--- config.mk ---
export PLATFORM = sky130hd
export DESIGN_NAME = rtttl_note_parser_flat
export DESIGN_NICKNAME = d
export VERILOG_FILES = /design/src/hw/rtl/rnp_pkg.sv /design/src/hw/rtl/rnp_char_if.sv /design/src/hw/rtl/rnp_note_if.sv /design/src/hw/rtl/rtttl_note_parser.sv /design/src/hw/rtl/rnp_front.sv /design/src/hw/rtl/rnp_queue.sv /design/src/hw/rtl/rnp_back.sv /design/src/flat_wrapper.sv
export VERILOG_INCLUDE_DIRS = /design/src /design/src/hw/rtl
export SDC_FILE = /design/constraint.sdc
export NUM_CORES = 1
export LEC_CHECK = 0
export ABC_AREA = 0
export BUFFER_PORTS_ARGS = -buffer_cell sky130_fd_sc_hd__buf_4
export CAP_MARGIN = 20
export CORE_MARGIN = 1
export CORE_UTILIZATION = 55
export CTS_CLUSTER_SIZE = 24
export DETAILED_ROUTE_END_ITERATION = 7
export PLACE_DENSITY = 0.78
export SYNTH_ARGS = -nofsm -noshare
export SYNTH_HDL_FRONTEND = slang
export SYNTH_SLANG_ARGS = --single-unit
--- constraint.sdc ---
create_clock -name clk -period 12.7 [get_ports clk]
set_clock_uncertainty 0.2 [all_clocks]
set_input_delay 0.635 -clock clk [delete_from_list [all_inputs] [get_ports clk]]
set_output_delay 0.635 -clock clk [all_outputs]
set_load 0.02 [all_outputs]
--- src/hw/rtl/rtttl_note_parser_macros.svh ---
// ----------------------------------------------------------------------------
// rtttl note parser assertion macros
// concurrent checks, compiled out when SYNTH is defined
// ----------------------------------------------------------------------------
`ifndef RTTTL_NOTE_PARSER_MACROS_SVH
`define RTTTL_NOTE_PARSER_MACROS_SVH

`ifndef SYNTH
// same-cycle implication
`define RNP_ASSERT(label, clk, rst_n, ante, cons) \
	label: assert property (@(posedge clk) disable iff (!rst_n) (ante) |-> (cons)) \
		else $error("rtttl_note_parser: check failed");
// next-cycle implication
`define RNP_ASSERT_NEXT(label, clk, rst_n, ante, cons) \
	label: assert property (@(posedge clk) disable iff (!rst_n) (ante) |=> (cons)) \
		else $error("rtttl_note_parser: check failed");
`else
`define RNP_ASSERT(label, clk, rst_n, ante, cons)
`define RNP_ASSERT_NEXT(label, clk, rst_n, ante, cons)
`endif

`endif

--- src/hw/rtl/rnp_pkg.sv ---
// ----------------------------------------------------------------------------
// rnp_pkg
// shared widths, codes, character constants and record types
// ----------------------------------------------------------------------------
`default_nettype none

package rnp_pkg;

	localparam int unsigned QUEUE_DEPTH = 4;

	localparam int unsigned CH_W      = 8;
	localparam int unsigned KIND_W    = 2;
	localparam int unsigned IDX_W     = 6;
	localparam int unsigned DUR_W     = 20;
	localparam int unsigned DIV_W     = 8;
	localparam int unsigned OCT_W     = 3;
	localparam int unsigned BPM_W     = 10;
	localparam int unsigned WHOLE_W   = 18;
	localparam int unsigned CFG_W     = 10;
	localparam int unsigned REG_IDX_W = 2;
	localparam int unsigned OP_W      = 2;
	localparam int unsigned DOTS_W    = 2;
	localparam int unsigned SEMI_W    = 4;

	// register indexes
	localparam logic [REG_IDX_W-1:0] REG_FALLBACK_DURATION = 2'd0;
	localparam logic [REG_IDX_W-1:0] REG_FALLBACK_OCTAVE   = 2'd1;
	localparam logic [REG_IDX_W-1:0] REG_FALLBACK_BPM      = 2'd2;

	localparam logic [DIV_W-1:0] RST_FALLBACK_DURATION = 8'd4;
	localparam logic [OCT_W-1:0] RST_FALLBACK_OCTAVE   = 3'd6;
	localparam logic [BPM_W-1:0] RST_FALLBACK_BPM      = 10'd63;

	// result kinds
	localparam logic [KIND_W-1:0] KIND_REST       = 2'd0;
	localparam logic [KIND_W-1:0] KIND_TONE       = 2'd1;
	localparam logic [KIND_W-1:0] KIND_END        = 2'd2;
	localparam logic [KIND_W-1:0] KIND_BAD_OCTAVE = 2'd3;

	// queue record operations
	localparam logic [OP_W-1:0] OP_TEMPO = 2'd0;
	localparam logic [OP_W-1:0] OP_NOTE  = 2'd1;
	localparam logic [OP_W-1:0] OP_END   = 2'd2;

	localparam logic [WHOLE_W-1:0] MS_PER_MINUTE = 18'd60000;

	// characters
	localparam logic [CH_W-1:0] CH_NUL   = 8'h00;
	localparam logic [CH_W-1:0] CH_SHARP = 8'h23;
	localparam logic [CH_W-1:0] CH_UNDER = 8'h5f;
	localparam logic [CH_W-1:0] CH_DOT   = 8'h2e;
	localparam logic [CH_W-1:0] CH_COMMA = 8'h2c;
	localparam logic [CH_W-1:0] CH_COLON = 8'h3a;
	localparam logic [CH_W-1:0] CH_ZERO  = 8'h30;
	localparam logic [CH_W-1:0] CH_FOUR  = 8'h34;
	localparam logic [CH_W-1:0] CH_SEVEN = 8'h37;
	localparam logic [CH_W-1:0] CH_NINE  = 8'h39;
	localparam logic [CH_W-1:0] CH_A     = 8'h61;
	localparam logic [CH_W-1:0] CH_B     = 8'h62;
	localparam logic [CH_W-1:0] CH_C     = 8'h63;
	localparam logic [CH_W-1:0] CH_D     = 8'h64;
	localparam logic [CH_W-1:0] CH_E     = 8'h65;
	localparam logic [CH_W-1:0] CH_F     = 8'h66;
	localparam logic [CH_W-1:0] CH_G     = 8'h67;
	localparam logic [CH_W-1:0] CH_H     = 8'h68;
	localparam logic [CH_W-1:0] CH_O     = 8'h6f;

	typedef struct packed {
		logic [DIV_W-1:0] duration;
		logic [OCT_W-1:0] octave;
		logic [BPM_W-1:0] bpm;
	} cfg_t;

	// arg holds the bpm for a tempo record, the divisor for a note
	typedef struct packed {
		logic [OP_W-1:0]   op;
		logic [KIND_W-1:0] kind;
		logic [IDX_W-1:0]  idx;
		logic [BPM_W-1:0]  arg;
		logic [DOTS_W-1:0] dots;
	} rec_t;

	function automatic logic [SEMI_W-1:0] semitone_of(input logic [CH_W-1:0] c);
		logic [SEMI_W-1:0] s;
		case (c)
			CH_C:       s = 4'd1;
			CH_D:       s = 4'd3;
			CH_E:       s = 4'd5;
			CH_F:       s = 4'd6;
			CH_G:       s = 4'd8;
			CH_A:       s = 4'd10;
			CH_B, CH_H: s = 4'd12;
			default:    s = 4'd0;
		endcase
		return s;
	endfunction

endpackage

`default_nettype wire

--- src/hw/rtl/rnp_char_if.sv ---
// ----------------------------------------------------------------------------
// rnp_char_if
// character channel, one byte per beat
// ----------------------------------------------------------------------------
`default_nettype none

interface rnp_char_if;
	logic                     valid;
	logic                     ready;
	logic [rnp_pkg::CH_W-1:0] ch;

	modport source (output valid, output ch, input ready);
	modport sink (input valid, input ch, output ready);
endinterface

`default_nettype wire

--- src/hw/rtl/rnp_note_if.sv ---
// ----------------------------------------------------------------------------
// rnp_note_if
// note result channel, one record per beat
// ----------------------------------------------------------------------------
`default_nettype none

interface rnp_note_if;
	logic                       valid;
	logic                       ready;
	logic [rnp_pkg::KIND_W-1:0] kind;
	logic [rnp_pkg::IDX_W-1:0]  note_index;
	logic [rnp_pkg::DUR_W-1:0]  duration_ms;

	modport source (output valid, output kind, output note_index, output duration_ms,
		input ready);
	modport sink (input valid, input kind, input note_index, input duration_ms,
		output ready);
endinterface

`default_nettype wire

--- src/hw/rtl/rtttl_note_parser.sv ---
// ----------------------------------------------------------------------------
// rtttl_note_parser
// ringtone text parser: header defaults, note decode, note length in ms
// ----------------------------------------------------------------------------
// characters are taken one per cycle while the record queue has room
// a note beat follows its closing character through the queue, the 18-step
// divider, a dot step per dot and the output register; an end beat skips
// the divider; the timing unit takes a new record only when idle, so back
// to back notes and tempo changes are each paced by the divider
// reset: parser in title phase, fallbacks 4 / 6 / 63, queue and output empty
`default_nettype none

module rtttl_note_parser #(
	parameter int unsigned QUEUE_DEPTH = rnp_pkg::QUEUE_DEPTH
) (
	input  logic                          clk,
	input  logic                          arst_n,
	input  logic                          wr_en,
	input  logic [rnp_pkg::REG_IDX_W-1:0] wr_index,
	input  logic [rnp_pkg::CFG_W-1:0]     wr_data,
	rnp_char_if.sink                      chars,
	rnp_note_if.source                    notes
);

	rnp_pkg::cfg_t cfg_q;
	rnp_pkg::rec_t front_rec;
	rnp_pkg::rec_t back_rec;
	logic          front_valid;
	logic          front_ready;
	logic          back_valid;
	logic          back_ready;

	always_ff @(posedge clk or negedge arst_n) begin
		if (!arst_n) begin
			cfg_q.duration <= rnp_pkg::RST_FALLBACK_DURATION;
			cfg_q.octave   <= rnp_pkg::RST_FALLBACK_OCTAVE;
			cfg_q.bpm      <= rnp_pkg::RST_FALLBACK_BPM;
		end else if (wr_en) begin
			case (wr_index)
				rnp_pkg::REG_FALLBACK_DURATION: cfg_q.duration <= wr_data[7:0];
				rnp_pkg::REG_FALLBACK_OCTAVE:   cfg_q.octave   <= wr_data[2:0];
				rnp_pkg::REG_FALLBACK_BPM:      cfg_q.bpm      <= wr_data[9:0];
				default: begin
				end
			endcase
		end
	end

	rnp_front u_front (
		.clk       (clk),
		.arst_n    (arst_n),
		.cfg       (cfg_q),
		.chars     (chars),
		.rec_valid (front_valid),
		.rec_ready (front_ready),
		.rec       (front_rec)
	);

	rnp_queue #(
		.DEPTH (QUEUE_DEPTH)
	) u_queue (
		.clk       (clk),
		.arst_n    (arst_n),
		.in_valid  (front_valid),
		.in_ready  (front_ready),
		.in_rec    (front_rec),
		.out_valid (back_valid),
		.out_ready (back_ready),
		.out_rec   (back_rec)
	);

	rnp_back u_back (
		.clk      (clk),
		.arst_n   (arst_n),
		.in_valid (back_valid),
		.in_ready (back_ready),
		.in_rec   (back_rec),
		.notes    (notes)
	);

endmodule

`default_nettype wire

--- src/hw/rtl/rnp_front.sv ---
// ----------------------------------------------------------------------------
// rnp_front
// character parser: title, header fields and note syntax; while the record queue has room, one char per cycle
// ----------------------------------------------------------------------------
`default_nettype none

module rnp_front (
	input  logic            clk,
	input  logic            arst_n,
	input  rnp_pkg::cfg_t   cfg,
	rnp_char_if.sink        chars,
	output logic            rec_valid,
	input  logic            rec_ready,
	output rnp_pkg::rec_t   rec
);

	`include "rtttl_note_parser_macros.svh"

	localparam logic [2:0] PH_TITLE = 3'd0;
	localparam logic [2:0] PH_HDR   = 3'd1;
	localparam logic [2:0] PH_EQ    = 3'd2;
	localparam logic [2:0] PH_VAL   = 3'd3;
	localparam logic [2:0] PH_OSKIP = 3'd4;
	localparam logic [2:0] PH_NDUR  = 3'd5;
	localparam logic [2:0] PH_NMOD  = 3'd6;

	localparam logic [1:0] HDR_DUR = 2'd0;
	localparam logic [1:0] HDR_OCT = 2'd1;
	localparam logic [1:0] HDR_BPM = 2'd2;

	localparam logic [2:0] STG_SHARP = 3'd0;
	localparam logic [2:0] STG_DOT1  = 3'd1;
	localparam logic [2:0] STG_OCT   = 3'd2;
	localparam logic [2:0] STG_DOT2  = 3'd3;
	localparam logic [2:0] STG_DONE  = 3'd4;

	logic [2:0]                   phase_q, phase_d;
	logic [1:0]                   hdr_q, hdr_d;
	logic [rnp_pkg::BPM_W-1:0]    accum_q, accum_d;
	logic [rnp_pkg::DIV_W-1:0]    ndiv_q, ndiv_d;
	logic [rnp_pkg::SEMI_W-1:0]   semi_q, semi_d;
	logic [rnp_pkg::DOTS_W-1:0]   dots_q, dots_d;
	logic [3:0]                   noct_q, noct_d;
	logic [2:0]                   stage_q, stage_d;
	logic                         pend_q, pend_d;
	logic [rnp_pkg::DIV_W-1:0]    sdur_q, sdur_d;
	logic [rnp_pkg::OCT_W-1:0]    soct_q, soct_d;

	logic                         accept;
	logic [rnp_pkg::CH_W-1:0]     c;
	logic                         is_dig;
	logic [3:0]                   dval;
	logic [13:0]                  accum_mul;
	logic [rnp_pkg::BPM_W-1:0]    accum_sat;
	logic                         do_clear;
	logic                         do_start;
	logic [rnp_pkg::DIV_W-1:0]    start_base;
	logic [11:0]                  ndiv_mul;

	function automatic rnp_pkg::rec_t mk_note(
		input logic [rnp_pkg::SEMI_W-1:0] semi,
		input logic [3:0]                 oct,
		input logic [rnp_pkg::DIV_W-1:0]  ndiv,
		input logic [rnp_pkg::DIV_W-1:0]  sdur,
		input logic [rnp_pkg::DOTS_W-1:0] dots
	);
		rnp_pkg::rec_t             r;
		logic [rnp_pkg::IDX_W-1:0] idx;
		logic [rnp_pkg::DIV_W-1:0] dv;
		idx = 6'(oct - 4'd4) * 6'd12 + 6'(semi);
		if (ndiv != '0) begin
			dv = ndiv;
		end else if (sdur != '0) begin
			dv = sdur;
		end else begin
			dv = 8'd1;
		end
		r      = '0;
		r.op   = rnp_pkg::OP_NOTE;
		r.arg  = 10'(dv);
		r.dots = dots;
		if (semi == '0) begin
			r.kind = rnp_pkg::KIND_REST;
		end else if (oct < 4'd4 || oct > 4'd7 || idx > 6'd48) begin
			r.kind = rnp_pkg::KIND_BAD_OCTAVE;
		end else begin
			r.kind = rnp_pkg::KIND_TONE;
			r.idx  = idx;
		end
		return r;
	endfunction

	function automatic logic [rnp_pkg::BPM_W-1:0] resolve_bpm(
		input logic [rnp_pkg::BPM_W-1:0] bpm,
		input logic [rnp_pkg::BPM_W-1:0] fb
	);
		logic [rnp_pkg::BPM_W-1:0] b;
		if (bpm != '0) begin
			b = bpm;
		end else if (fb != '0) begin
			b = fb;
		end else begin
			b = 10'd1;
		end
		return b;
	endfunction

	assign accept      = chars.valid && chars.ready;
	assign chars.ready = rec_ready;
	assign c           = chars.ch;
	assign is_dig      = (c >= rnp_pkg::CH_ZERO) && (c <= rnp_pkg::CH_NINE);
	assign dval        = c[3:0];
	assign accum_mul   = 14'(accum_q) * 14'd10 + 14'(dval);
	assign accum_sat   = (accum_mul > 14'd1023) ? 10'd1023 : accum_mul[9:0];
	assign start_base  = do_clear ? '0 : ndiv_q;
	assign ndiv_mul    = 12'(start_base) * 12'd10 + 12'(dval);

	always_comb begin
		phase_d   = phase_q;
		hdr_d     = hdr_q;
		accum_d   = accum_q;
		ndiv_d    = ndiv_q;
		semi_d    = semi_q;
		dots_d    = dots_q;
		noct_d    = noct_q;
		stage_d   = stage_q;
		pend_d    = pend_q;
		sdur_d    = sdur_q;
		soct_d    = soct_q;
		rec_valid = 1'b0;
		rec       = '0;
		do_clear  = 1'b0;
		do_start  = 1'b0;
		if (accept) begin
			if (c == rnp_pkg::CH_NUL) begin
				rec_valid = 1'b1;
				do_clear  = 1'b1;
				if (phase_q == PH_NMOD) begin
					rec = mk_note(semi_q, (stage_q <= STG_OCT) ? {1'b0, soct_q} : noct_q,
						ndiv_q, sdur_q, dots_q);
					phase_d = PH_NDUR;
				end else if (phase_q == PH_NDUR && pend_q) begin
					rec = mk_note('0, {1'b0, soct_q}, ndiv_q, sdur_q, dots_q);
					phase_d = PH_NDUR;
				end else begin
					rec.op  = rnp_pkg::OP_END;
					phase_d = PH_TITLE;
				end
			end else begin
				case (phase_q)
					PH_TITLE: begin
						if (c == rnp_pkg::CH_COLON) begin
							sdur_d  = cfg.duration;
							soct_d  = cfg.octave;
							hdr_d   = HDR_DUR;
							phase_d = PH_HDR;
						end
					end
					PH_HDR: begin
						if (hdr_q == HDR_DUR && c == rnp_pkg::CH_D) begin
							hdr_d   = HDR_DUR;
							phase_d = PH_EQ;
						end else if (hdr_q <= HDR_OCT && c == rnp_pkg::CH_O) begin
							hdr_d   = HDR_OCT;
							phase_d = PH_EQ;
						end else if (hdr_q <= HDR_BPM && c == rnp_pkg::CH_B) begin
							hdr_d   = HDR_BPM;
							phase_d = PH_EQ;
						end else begin
							rec_valid = 1'b1;
							rec.op    = rnp_pkg::OP_TEMPO;
							rec.arg   = resolve_bpm('0, cfg.bpm);
							do_clear  = 1'b1;
							do_start  = 1'b1;
							phase_d   = PH_NDUR;
						end
					end
					PH_EQ: begin
						accum_d = '0;
						phase_d = PH_VAL;
					end
					PH_VAL: begin
						if (hdr_q == HDR_OCT) begin
							soct_d = (c >= rnp_pkg::CH_FOUR && c <= rnp_pkg::CH_SEVEN) ?
								c[2:0] : cfg.octave;
							phase_d = PH_OSKIP;
						end else if (is_dig) begin
							accum_d = accum_sat;
						end else if (hdr_q == HDR_DUR) begin
							if (accum_q == '0) begin
								sdur_d = cfg.duration;
							end else if (accum_q > 10'd255) begin
								sdur_d = 8'd255;
							end else begin
								sdur_d = accum_q[7:0];
							end
							hdr_d   = HDR_OCT;
							phase_d = PH_HDR;
						end else begin
							rec_valid = 1'b1;
							rec.op    = rnp_pkg::OP_TEMPO;
							rec.arg   = resolve_bpm((accum_q > 10'd999) ? 10'd999 : accum_q,
								cfg.bpm);
							do_clear  = 1'b1;
							phase_d   = PH_NDUR;
						end
					end
					PH_OSKIP: begin
						hdr_d   = HDR_BPM;
						phase_d = PH_HDR;
					end
					PH_NDUR: begin
						do_start = 1'b1;
					end
					PH_NMOD: begin
						if (stage_q == STG_SHARP &&
							(c == rnp_pkg::CH_SHARP || c == rnp_pkg::CH_UNDER)) begin
							semi_d  = semi_q + 4'd1;
							stage_d = STG_DOT1;
						end else if (stage_q <= STG_DOT1 && c == rnp_pkg::CH_DOT) begin
							dots_d  = dots_q + 2'd1;
							stage_d = STG_OCT;
						end else if (stage_q <= STG_OCT && is_dig) begin
							noct_d  = dval;
							stage_d = STG_DOT2;
						end else if (stage_q <= STG_DOT2 && c == rnp_pkg::CH_DOT) begin
							dots_d  = dots_q + 2'd1;
							stage_d = STG_DONE;
							if (stage_q <= STG_OCT) begin
								noct_d = {1'b0, soct_q};
							end
						end else begin
							rec_valid = 1'b1;
							rec = mk_note(semi_q,
								(stage_q <= STG_OCT) ? {1'b0, soct_q} : noct_q,
								ndiv_q, sdur_q, dots_q);
							do_clear = 1'b1;
							do_start = (c != rnp_pkg::CH_COMMA);
							phase_d  = PH_NDUR;
						end
					end
					default: begin
						phase_d = PH_TITLE;
					end
				endcase
			end
		end
		if (do_clear) begin
			ndiv_d  = '0;
			semi_d  = '0;
			dots_d  = '0;
			noct_d  = '0;
			pend_d  = 1'b0;
			stage_d = STG_SHARP;
		end
		if (do_start) begin
			pend_d = 1'b1;
			if (is_dig) begin
				ndiv_d = (ndiv_mul > 12'd255) ? 8'd255 : ndiv_mul[7:0];
			end else begin
				semi_d  = rnp_pkg::semitone_of(c);
				stage_d = STG_SHARP;
				phase_d = PH_NMOD;
			end
		end
	end

	always_ff @(posedge clk or negedge arst_n) begin
		if (!arst_n) begin
			phase_q <= PH_TITLE;
			hdr_q   <= HDR_DUR;
			accum_q <= '0;
			ndiv_q  <= '0;
			semi_q  <= '0;
			dots_q  <= '0;
			noct_q  <= '0;
			stage_q <= STG_SHARP;
			pend_q  <= 1'b0;
			sdur_q  <= rnp_pkg::RST_FALLBACK_DURATION;
			soct_q  <= rnp_pkg::RST_FALLBACK_OCTAVE;
		end else begin
			phase_q <= phase_d;
			hdr_q   <= hdr_d;
			accum_q <= accum_d;
			ndiv_q  <= ndiv_d;
			semi_q  <= semi_d;
			dots_q  <= dots_d;
			noct_q  <= noct_d;
			stage_q <= stage_d;
			pend_q  <= pend_d;
			sdur_q  <= sdur_d;
			soct_q  <= soct_d;
		end
	end

	`RNP_ASSERT(a_nmod_pending, clk, arst_n, phase_q == PH_NMOD, pend_q)
	`RNP_ASSERT(a_note_div, clk, arst_n, rec_valid && rec.op == rnp_pkg::OP_NOTE, rec.arg != '0)

endmodule

`default_nettype wire

--- src/hw/rtl/rnp_queue.sv ---
// ----------------------------------------------------------------------------
// rnp_queue
// small record fifo between the parser and the timing unit
// ----------------------------------------------------------------------------
`default_nettype none

module rnp_queue #(
	parameter int unsigned DEPTH = rnp_pkg::QUEUE_DEPTH
) (
	input  logic          clk,
	input  logic          arst_n,
	input  logic          in_valid,
	output logic          in_ready,
	input  rnp_pkg::rec_t in_rec,
	output logic          out_valid,
	input  logic          out_ready,
	output rnp_pkg::rec_t out_rec
);

	`include "rtttl_note_parser_macros.svh"

	localparam int unsigned PTR_W = (DEPTH > 1) ? $clog2(DEPTH) : 1;
	localparam int unsigned CNT_W = $clog2(DEPTH + 1);

	rnp_pkg::rec_t     mem_q [DEPTH];
	logic [PTR_W-1:0]  wr_ptr_q;
	logic [PTR_W-1:0]  rd_ptr_q;
	logic [CNT_W-1:0]  cnt_q;
	logic              push;
	logic              pop;

	assign in_ready  = (cnt_q != CNT_W'(DEPTH));
	assign out_valid = (cnt_q != '0);
	assign out_rec   = mem_q[rd_ptr_q];
	assign push      = in_valid && in_ready;
	assign pop       = out_valid && out_ready;

	always_ff @(posedge clk) begin
		if (push) begin
			mem_q[wr_ptr_q] <= in_rec;
		end
	end

	always_ff @(posedge clk or negedge arst_n) begin
		if (!arst_n) begin
			wr_ptr_q <= '0;
			rd_ptr_q <= '0;
			cnt_q    <= '0;
		end else begin
			if (push) begin
				wr_ptr_q <= (wr_ptr_q == PTR_W'(DEPTH - 1)) ? '0 : wr_ptr_q + 1'b1;
			end
			if (pop) begin
				rd_ptr_q <= (rd_ptr_q == PTR_W'(DEPTH - 1)) ? '0 : rd_ptr_q + 1'b1;
			end
			if (push && !pop) begin
				cnt_q <= cnt_q + 1'b1;
			end else if (pop && !push) begin
				cnt_q <= cnt_q - 1'b1;
			end
		end
	end

	`RNP_ASSERT(a_cnt_bound, clk, arst_n, 1'b1, cnt_q <= CNT_W'(DEPTH))
	`RNP_ASSERT_NEXT(a_push_visible, clk, arst_n, push && !pop, out_valid)

endmodule

`default_nettype wire

--- src/hw/rtl/rnp_back.sv ---
// ----------------------------------------------------------------------------
// rnp_back
// timing unit: shared restoring divider for tempo and note length, dots,
// registered result beat
// ----------------------------------------------------------------------------
`default_nettype none

module rnp_back (
	input  logic          clk,
	input  logic          arst_n,
	input  logic          in_valid,
	output logic          in_ready,
	input  rnp_pkg::rec_t in_rec,
	rnp_note_if.source    notes
);

	`include "rtttl_note_parser_macros.svh"

	localparam logic [1:0] ST_IDLE = 2'd0;
	localparam logic [1:0] ST_DIV  = 2'd1;
	localparam logic [1:0] ST_DOT  = 2'd2;
	localparam logic [1:0] ST_LOAD = 2'd3;

	localparam int unsigned NUM_W = rnp_pkg::WHOLE_W;
	localparam int unsigned CNT_W = $clog2(NUM_W);
	localparam int unsigned DEN_W = rnp_pkg::BPM_W;

	logic [1:0]                  state_q;
	logic [NUM_W-1:0]            num_q;
	logic [DEN_W-1:0]            rem_q;
	logic [DEN_W-1:0]            den_q;
	logic [CNT_W-1:0]            cnt_q;
	logic                        tempo_q;
	logic [rnp_pkg::KIND_W-1:0]  kind_q;
	logic [rnp_pkg::IDX_W-1:0]   idx_q;
	logic [rnp_pkg::DOTS_W-1:0]  dots_q;
	logic [rnp_pkg::DUR_W-1:0]   dur_q;
	logic [rnp_pkg::WHOLE_W-1:0] whole_q;
	logic                        ovalid_q;
	logic [rnp_pkg::KIND_W-1:0]  okind_q;
	logic [rnp_pkg::IDX_W-1:0]   oidx_q;
	logic [rnp_pkg::DUR_W-1:0]   odur_q;

	logic [DEN_W:0]              trial;
	logic                        ge;
	logic [DEN_W-1:0]            rem_n;
	logic [NUM_W-1:0]            num_n;
	logic                        pop;
	logic                        load;

	assign trial = {rem_q, num_q[NUM_W-1]};
	assign ge    = (trial >= {1'b0, den_q});
	assign rem_n = ge ? DEN_W'(trial - {1'b0, den_q}) : trial[DEN_W-1:0];
	assign num_n = {num_q[NUM_W-2:0], ge};

	assign in_ready = (state_q == ST_IDLE);
	assign pop      = in_valid && in_ready;
	assign load     = (state_q == ST_LOAD) && (!ovalid_q || notes.ready);

	assign notes.valid       = ovalid_q;
	assign notes.kind        = okind_q;
	assign notes.note_index  = oidx_q;
	assign notes.duration_ms = odur_q;

	always_ff @(posedge clk) begin
		if (pop) begin
			dots_q <= in_rec.dots;
			den_q  <= in_rec.arg;
			rem_q  <= '0;
			cnt_q  <= '0;
			dur_q  <= '0;
			if (in_rec.op == rnp_pkg::OP_TEMPO) begin
				num_q <= rnp_pkg::MS_PER_MINUTE;
			end else begin
				num_q <= whole_q;
			end
			if (in_rec.op == rnp_pkg::OP_END) begin
				kind_q <= rnp_pkg::KIND_END;
				idx_q  <= '0;
			end else begin
				kind_q <= in_rec.kind;
				idx_q  <= in_rec.idx;
			end
		end else if (state_q == ST_DIV) begin
			num_q <= num_n;
			rem_q <= rem_n;
			cnt_q <= cnt_q + 1'b1;
			if (cnt_q == CNT_W'(NUM_W - 1)) begin
				dur_q <= rnp_pkg::DUR_W'(num_n);
			end
		end else if (state_q == ST_DOT) begin
			dur_q  <= dur_q + (dur_q >> 1);
			dots_q <= dots_q - 1'b1;
		end
		if (load) begin
			okind_q <= kind_q;
			oidx_q  <= idx_q;
			odur_q  <= dur_q;
		end
	end

	always_ff @(posedge clk or negedge arst_n) begin
		if (!arst_n) begin
			state_q  <= ST_IDLE;
			tempo_q  <= 1'b0;
			whole_q  <= '0;
			ovalid_q <= 1'b0;
		end else begin
			case (state_q)
				ST_IDLE: begin
					if (pop) begin
						tempo_q <= (in_rec.op == rnp_pkg::OP_TEMPO);
						if (in_rec.op == rnp_pkg::OP_END) begin
							state_q <= ST_LOAD;
						end else begin
							state_q <= ST_DIV;
						end
					end
				end
				ST_DIV: begin
					if (cnt_q == CNT_W'(NUM_W - 1)) begin
						if (tempo_q) begin
							whole_q <= {num_n[NUM_W-3:0], 2'b00};
							state_q <= ST_IDLE;
						end else if (dots_q != '0) begin
							state_q <= ST_DOT;
						end else begin
							state_q <= ST_LOAD;
						end
					end
				end
				ST_DOT: begin
					if (dots_q == 2'd1) begin
						state_q <= ST_LOAD;
					end
				end
				ST_LOAD: begin
					if (load) begin
						state_q <= ST_IDLE;
					end
				end
				default: begin
					state_q <= ST_IDLE;
				end
			endcase
			if (load) begin
				ovalid_q <= 1'b1;
			end else if (notes.ready) begin
				ovalid_q <= 1'b0;
			end
		end
	end

	`RNP_ASSERT(a_div_den, clk, arst_n, state_q == ST_DIV, den_q != '0)
	`RNP_ASSERT(a_end_beat, clk, arst_n, ovalid_q && okind_q == rnp_pkg::KIND_END,
		oidx_q == '0 && odur_q == '0)

endmodule

`default_nettype wire
--- src/flat_wrapper.sv ---
// flat-port wrapper written by rule: the top's interface ports become plain ports
module rtttl_note_parser_flat 
#(
	parameter int unsigned QUEUE_DEPTH = rnp_pkg::QUEUE_DEPTH
)
  (clk, arst_n, wr_en, wr_index, wr_data, chars_valid, chars_ch, chars_ready, notes_valid, notes_kind, notes_note_index, notes_duration_ms, notes_ready);
  rnp_char_if chars_i ();
  rnp_note_if notes_i ();
  input  logic clk;
  input  logic arst_n;
  input  logic wr_en;
  input  logic [rnp_pkg::REG_IDX_W-1:0] wr_index;
  input  logic [rnp_pkg::CFG_W-1:0] wr_data;
  input wire logic [$bits(chars_i.valid)-1:0] chars_valid;
  input wire logic [$bits(chars_i.ch)-1:0] chars_ch;
  output wire logic [$bits(chars_i.ready)-1:0] chars_ready;
  output wire logic [$bits(notes_i.valid)-1:0] notes_valid;
  output wire logic [$bits(notes_i.kind)-1:0] notes_kind;
  output wire logic [$bits(notes_i.note_index)-1:0] notes_note_index;
  output wire logic [$bits(notes_i.duration_ms)-1:0] notes_duration_ms;
  input wire logic [$bits(notes_i.ready)-1:0] notes_ready;
  assign chars_i.valid = chars_valid;
  assign chars_i.ch = chars_ch;
  assign chars_ready = chars_i.ready;
  assign notes_valid = notes_i.valid;
  assign notes_kind = notes_i.kind;
  assign notes_note_index = notes_i.note_index;
  assign notes_duration_ms = notes_i.duration_ms;
  assign notes_i.ready = notes_ready;
  rtttl_note_parser #(.QUEUE_DEPTH(QUEUE_DEPTH)) u_core (.clk(clk), .arst_n(arst_n), .wr_en(wr_en), .wr_index(wr_index), .wr_data(wr_data), .chars(chars_i), .notes(notes_i));
endmodule
==> results of run 1 <==
[repair_timing]
item                                   in CTS  in global routing
resized for setup                           0                  0
hold buffers                                1                  0
endpoints found under the hold margin      41                  0
[cell families (layout without fill, tap and decap cells)]
kind of cell | count (synthesis) | after routing | share of synthesized area
fa+ha+maj | 87 | 87 | 0.0776
mux | 76 | 76 | 0.0733
buf+inv | 107 | 184 | 0.0275
simple gates | 442 | 442 | 0.142
flops | 285 | 285 | 0.520
compound gates | 308 | 308 | 0.130
xor+xnor | 51 | 51 | 0.0300
[layer usage]
layer | part of all wire | vias up | global-route usage
met5 | 0 | - | 0
met4 | 0.021 | 0 | 0.0592
met3 | 0.044 | 46 | 0.0283
met2 | 0.49 | 308 | 0.387
met1 | 0.44 | 5122 | 0.303
li1 | - | 5104 | -
[cell usage in the layout (no fill, tap or decap), types with 40 or more instances in the layout]
master,count
a21oi_1,100
buf_4,62
o21ai_0,70
nor2_1,112
ha_1,78
nand2_1,145
mux2_2,40
dfrtp_1,84
edfxtp_1,154
inv_1,63
[layout make-up]
class                   instances  share of cell area
clock buffers                  34              0.0454
well taps                     335              0.0252
inverters                      64              0.0144
repair buffers                 66              0.0309
clock inverters                20              0.0128
flip-flops and latches        285               0.466
multi-input cells             964               0.406
[how the worst max path moves through the flow]
| stage | from | end | cells past startpoint |
|---|---|---|---|
| final | u_core.u_front.phase_q[0]$_DFF_PN0_ | u_core.u_front.ndiv_q[7]$_DFF_PN0_ | 17 |
| after global routing | u_core.u_front.phase_q[0]$_DFF_PN0_ | u_core.u_front.ndiv_q[2]$_DFF_PN0_ | 16 |
| after CTS | u_core.u_front.phase_q[0]$_DFF_PN0_ | u_core.u_front.ndiv_q[7]$_DFF_PN0_ | 17 |
| after detailed placement | chars_ch[2] | u_core.u_front.ndiv_q[7]$_DFF_PN0_ | 18 |
| after global placement | chars_ch[1] | u_core.u_front.ndiv_q[7]$_DFF_PN0_ | 18 |
| after floorplan | chars_ch[0] | u_core.u_front.ndiv_q[3]$_DFF_PN0_ | 18 |
[through the flow]
step | cells | hold slack (ns) | power [mW] | setup WS (ns) | util
final | 1768 | 0.120 | 3.79 | 6.93 | 0.633
after global routing | 1768 | 0.105 | 4.05 | 6.59 | 0.633
after CTS | 1766 | 0.0972 | 3.80 | 6.96 | 0.632
after detailed placement | 1711 | 0.205 | 2.93 | 6.65 | 0.595
after global placement | 1710 | 0.204 | 2.88 | 6.79 | 0.594
after floorplan | 1356 | 0.139 | 2.55 | 7.80 | -
[power by group through the flow]
stage / sequential, mW / clock (mW) / combinational (mW)
after CTS: 1.47 / 0.877 / 1.46
after global placement: 1.48 / 0 / 1.40
after global routing: 1.50 / 0.916 / 1.63
final: 1.47 / 0.862 / 1.45
after detailed placement: 1.48 / 0 / 1.45
after floorplan: 1.43 / 0 / 1.12
[registers in the layout, indices dropped and copies added (netlist names), 3 cells and up]
register                         flops
u_core.u_back.notes.duration_ms     20
u_core.u_front.stage_q               3
u_core.u_back.idx_q                  6
u_core.u_front.accum_q              10
u_core.cfg_q                        21
u_core.u_back.notes.note_index       6
u_core.u_front.noct_q                4
u_core.u_front.semi_q                4
u_core.u_back.num_q                 18
u_core.u_front.ndiv_q                8
u_core.u_back.cnt_q                  5
u_core.u_front.phase_q               3
u_core.u_front.sdur_q                8
u_core.u_back.rem_q                 10
u_core.u_queue.mem_q                88
u_core.u_back.den_q                 10
u_core.u_back.whole_q               16
u_core.u_front.soct_q                3
u_core.u_queue.cnt_q                 3
u_core.u_back.dur_q                 20
==> flow_summary_export.csv, run 1 <==
group,metric,value,unit
clocking,post_cts_buffers,0,
cells_and_area,area_delta_synth_final,11.7,%
cells_and_area,fin_area,16600,um2
floorplanning,die_area,27700,um2
timing,rsz0062_at_grt,"no",
timing,period_minus_slack,5.77,ns
clocking,cts_buffers,29,
synth,async_flop_share,0.337,
place,gp_congestion,0.916,
routing,vias,10600,
floorplanning,die_w,167,um
worst_hold_path,hold_depth,2,
timing,setup_tns,0,ns
power,p_clk_frac,0.228,
power,p_seq_frac,0.388,
worst_hold_path,hold_start,"wr_data[8]",
synth,synth.most_common_cell,"edfxtp_1",
routing,avgViaCountPerCell,5.98,
synth,avgSynthCellArea,11.0,um2
clocking,cts-root-buf,"clkbuf_16",
power,netSwitchingFraction,0.375,
timing,maxSlewViolCount,0,
timing,hold_viol,0,
setup_path,required,12.89,ns
floorplanning,placeableCoreArea,26300,um2
routing,drt_first_pass_iters,8,
worst_hold_path,hold_path_class,"in2reg",
timing,worstMarginPinSlew,1.13,ns
synth,ys_ff_latch,285,
setup_path,path_max_fanout,15,
power,p_switching,1.42,mW
clocking,clock_latency,0.56,ns
synth,netlist.top_cell.by_area,"edfxtp_1",
setup_path,r2r-end,"u_core.u_front.ndiv_q[7]$_DFF_PN0_",
place,dp_hpwl,21800,um
setup_path,critPathTopFamily,"simple AND/OR/NAND/NOR gates",
floorplanning,start_util,0.567,
place,place_area,15600,um2
setup_path,r2r-start,"u_core.u_front.phase_q[0]$_DFF_PN0_",
cells_and_area,nets,1522,
global_routing,grt_antenna_before_repair,0,
place,portBuffers,54,
floorplanning,die_h,167,um
synth,syn_nets,1468,
setup_path,rrSetupSlack,6.93,ns
timing,final.period_utilization,0.454,
power,p_int,2.37,mW
cells_and_area,regArea,7740,um2
routing,routedWlPerCell,17.4,um
setup_path,ff2ff_path_depth,17,
global_routing,grt_pass1_vias,10400,
setup_path,cp.arrival,5.96,ns
routing,wl,30700,um
job,cap_violations,0,
setup_path,path_buf_inv,1,
cells_and_area,nFillCells,2004,
synth,ys_types,77,
synth,ys.flop_type,"edfxtp_1",
clocking,htree_levels,1,
outcome,violations,"DRC",
routing,dr.first_iter.drc_count,840,
setup_path,cp_cell_sequence,"nor2b_1 > nand2_1 > nor3b_2 > a311oi_1 > a21o_1 > and2_1 > ha_1 > ha_1 > fa_1 > a21o_1 > a21oi_1 > xnor2_1 > inv_1 > or3_1 > a2bb2oi_1 > nor3_2 > a41oi_1",
synth,syn_inst,1356,
global_routing,grt_overflow,0,
synth,ys_top_cells_by_area,"edfxtp_1 31%, dfrtp_1 14%, ha_1 6.6%",
power,peakVddDrop,148,uV
cells_and_area,multi_input_area,6750,um2
setup_path,end_kind,"flip-flop",
setup_path,startpoint_type,"flip-flop",
synth,synth_edf_count,154,
setup_path,slowest_stage,"dfrtp_1",
global_routing,track_usage,0.225,
synth,yosysSeqAreaShare,0.520,
synth,yosysTopAreaCellShare,0.311,
clocking,cts.sinks,285,
floorplanning,row_count,59,
setup_path,critical_path_class,"reg2reg",
timing,maxSlewHeadroom,0.247,
synth,synth.top_cells.by_count,"154 x edfxtp_1, 145 x nand2_1, 114 x nor2_1, 100 x a21oi_1, 84 x dfrtp_1",
routing,route.antenna.remaining_nets,0,
clocking,cts_tree,"built",
clocking,path_clk_slew,0.07,ns
outcome,status,"finished with violations",
synth,yosysWarnings,0,
worst_hold_path,min_to,"u_core.cfg_q[8]$_DFFE_PN0P_",
timing,clock.fmax,0.173,GHz
timing,finalSetupViolCount,0,
global_routing,grt_pass1_wl,51600,um
routing,drcViolationCount,4,
synth,synth.cell_area,14900,um2
clocking,cts_buffer_depth,3,
power,p_per_area,228,nW/um2
power,leakage,6.87,nW
setup_path,cp_slowest_stage_delay,0.60,ns
global_routing,grt_max_degree,56,
cells_and_area,layout-drive-gt1-share,0.140,
power,comb_power_share,0.384,
cells_and_area,diodes,0,
floorplanning,boundaryPins,55,
No activity file was read; power rests on OpenSTA's default activity.
==> run 2, diff against run 1 <==
==> constraint.sdc (replaced) <==
create_clock -name clk -period 5.9 [get_ports clk]
set_clock_uncertainty 0.2 [all_clocks]
set_input_delay 0.295 -clock clk [delete_from_list [all_inputs] [get_ports clk]]
set_output_delay 0.295 -clock clk [all_outputs]
set_load 0.02 [all_outputs]
==> run 2 against run 1 <==
  * The flow still finishes with violations (DRC)
  * Core utilization up 1.0 points
  * Critical path type is now in2reg
  * Global-route usage rose by 0.50 points
  * Non-clock buffer count grew 24
==> flow_summary_export.csv, run 2 (synthesized netlist as in run 1, its figures left out) <==
group,metric,value,unit
global_routing,grt_antenna_before_repair,0,
floorplanning,placeableCoreArea,26300,um2
routing,vias,10700,
routing,drcViolationCount,4,
cells_and_area,final_common_cell,"edfxtp_1",
job,cap_violations,0,
cells_and_area,largest_reg_flops,88,
timing,rsz0062_at_grt,"no",
outcome,status,"finished with violations",
floorplanning,boundaryPins,55,
global_routing,grt_pass1_wl,52300,um
setup_path,cp.arrival,5.55,ns
clocking,htree_levels,1,
cells_and_area,nets,1546,
clocking,cts_tree,"built",
timing,final.period_utilization,0.899,
setup_path,required,6.15,ns
global_routing,grt_pass1_vias,10600,
place,dp_hpwl,22200,um
timing,maxSlewViolCount,0,
setup_path,critical_path_class,"in2reg",
place,portBuffers,54,
routing,dr.first_iter.drc_count,792,
global_routing,grt_max_degree,54,
global_routing,grt_overflow,0,
routing,route.antenna.remaining_nets,0,
timing,worst_slack,0.598,ns
global_routing,track_usage,0.230,
setup_path,critPathTopFamily,"compound AO/OA/AOI/OAI gates",
cells_and_area,layout_common_cells,"154 x edfxtp_1, 145 x nand2_1, 112 x nor2_1",
cells_and_area,fin_util,0.643,
clocking,cts.sinks,285,
routing,avgViaCountPerCell,5.96,
timing,hold_viol,0,
cells_and_area,top_regs,"u_core.u_queue.mem_q: 88 flops, u_core.cfg_q: 21 flops",
power,leakage,6.98,nW
floorplanning,row_count,59,
worst_hold_path,hold_path_class,"in2async",
clocking,cts_buffer_depth,3,
clocking,path_clk_slew,0.06,ns
cells_and_area,layout-drive-gt1-share,0.145,
timing,worstMarginPinSlew,1.09,ns
setup_path,slowest_stage,"a311oi_1",
setup_path,end_kind,"flip-flop",
clocking,cts_buffers,29,
cells_and_area,area_delta_synth_final,13.4,%
timing,clock.fmax,0.189,GHz
clocking,post_cts_buffers,0,
clocking,cts-root-buf,"clkbuf_16",
timing,period_minus_slack,5.30,ns
place,pre_cts_slack,0.614,ns
outcome,violations,"DRC",
timing,whs,0.0754,ns
cells_and_area,nFillCells,2006,
power,peakVddDrop,290,uV
power,p_per_area,486,nW/um2
clocking,post_cts_resize_count,0,
clocking,clock_latency,0.56,ns
floorplanning,die_h,167,um
setup_path,cp_slowest_stage_delay,0.56,ns
routing,routedWlPerCell,17.6,um
timing,finalSetupViolCount,0,
place,gp_congestion,0.971,
setup_path,cp_cell_sequence,"dlygate4sd3_1 > buf_4 > nor2_1 > and3b_1 > o2111ai_2 > a311oi_1 > a21o_1 > and2_1 > ha_1 > ha_1 > fa_1 > a211oi_1 > o21bai_1 > a21oi_1 > and3b_1 > a211oi_1 > mux2_4 > a41oi_1",
floorplanning,die_area,27700,um2
cells_and_area,top_register,"u_core.u_queue.mem_q",
cells_and_area,diodes,0,
setup_path,path_buf_inv,2,
timing,setup_tns,0,ns
floorplanning,die_w,167,um
timing,maxSlewHeadroom,0.275,
setup_path,path_max_fanout,17,
setup_path,startpoint_type,"primary input",
floorplanning,start_util,0.567,
routing,drt_first_pass_iters,7,
routing,wl,31500,um
run 2: cell types whose count changed in the layout (fill, tap and decap cells not counted), sizes merged:
cell / before / now
clkinvlp: 0 / 2
buf: 64 / 72
inv: 65 / 66
dlygate4sd3: 1 / 17
clkbuf: 35 / 38
clkinv: 15 / 9
run 2: per-layer routing:
metal / GRT usage / share of wire
met1: 0.297 / 0.43
met2: 0.402 / 0.49
met3: 0.0337 / 0.049
met4: 0.0684 / 0.027
met5: 0 / 0
run 2: final cells by class:
type                       instances  area [um2]  area share
timing repair buffer              90         771      0.0456
tap                              335         419      0.0248
clock inverter                    17         219      0.0130
multi-input combinational        964        6750       0.399
clock buffer                      37         756      0.0447
sequential                       285        7740       0.458
inverter                          64         240      0.0142
run 2: stage by stage:
step           power [mW]  std cells  instance area [um2]
6_report             8.21       1792                16900
5_1_grt              8.77       1792                16900
4_1_cts              8.23       1789                16900
3_5_place_dp         6.33       1718                15700
3_3_place_gp         6.22       1715                15700
2_1_floorplan        5.48       1356                14900
run 2: path summary, 6_finish.rpt:
kind / start / slack [ns] / endpoint / cells past startpoint
min in group clk: chars_ch[7] / 0.08 / u_core.u_front.stage_q[0]$_DFF_PN0_ / 6
worst max-delay path: chars_ch[3] / 0.60 / u_core.u_front.ndiv_q[2]$_DFF_PN0_ / 18
worst max register to register: u_core.u_front.stage_q[2]$_DFF_PN0_ / 0.68 / u_core.u_front.ndiv_q[2]$_DFF_PN0_ / 15
worst min register to register: u_core.u_back.idx_q[0]$_SDFFCE_PP0P_ / 0.22 / u_core.u_back.notes.note_index[0]$_DFFE_PP_ / 0
max in group asynchronous: arst_n / 4.35 / u_core.u_front.sdur_q[0]$_DFFE_PN0P_ / 3
worst min-delay path: arst_n / 0.08 / u_core.u_front.noct_q[1]$_DFFE_PN0P_ / 2
run 2: timing repair:
action,4_1_cts,5_1_grt
hold endpoints to repair,68,0
hold buffers,17,0
endpoints found under the setup margin,0,0
run 2: power breakdown:
| group | internal, mW | switching (mW) | leakage (nW) |
|---|---|---|---|
| clock | 1.09 | 0.779 | 0.471 |
| sequential | 2.73 | 0.432 | 2.99 |
| combinational | 1.31 | 1.87 | 3.52 |
| total | 5.13 | 3.08 | 6.98 |
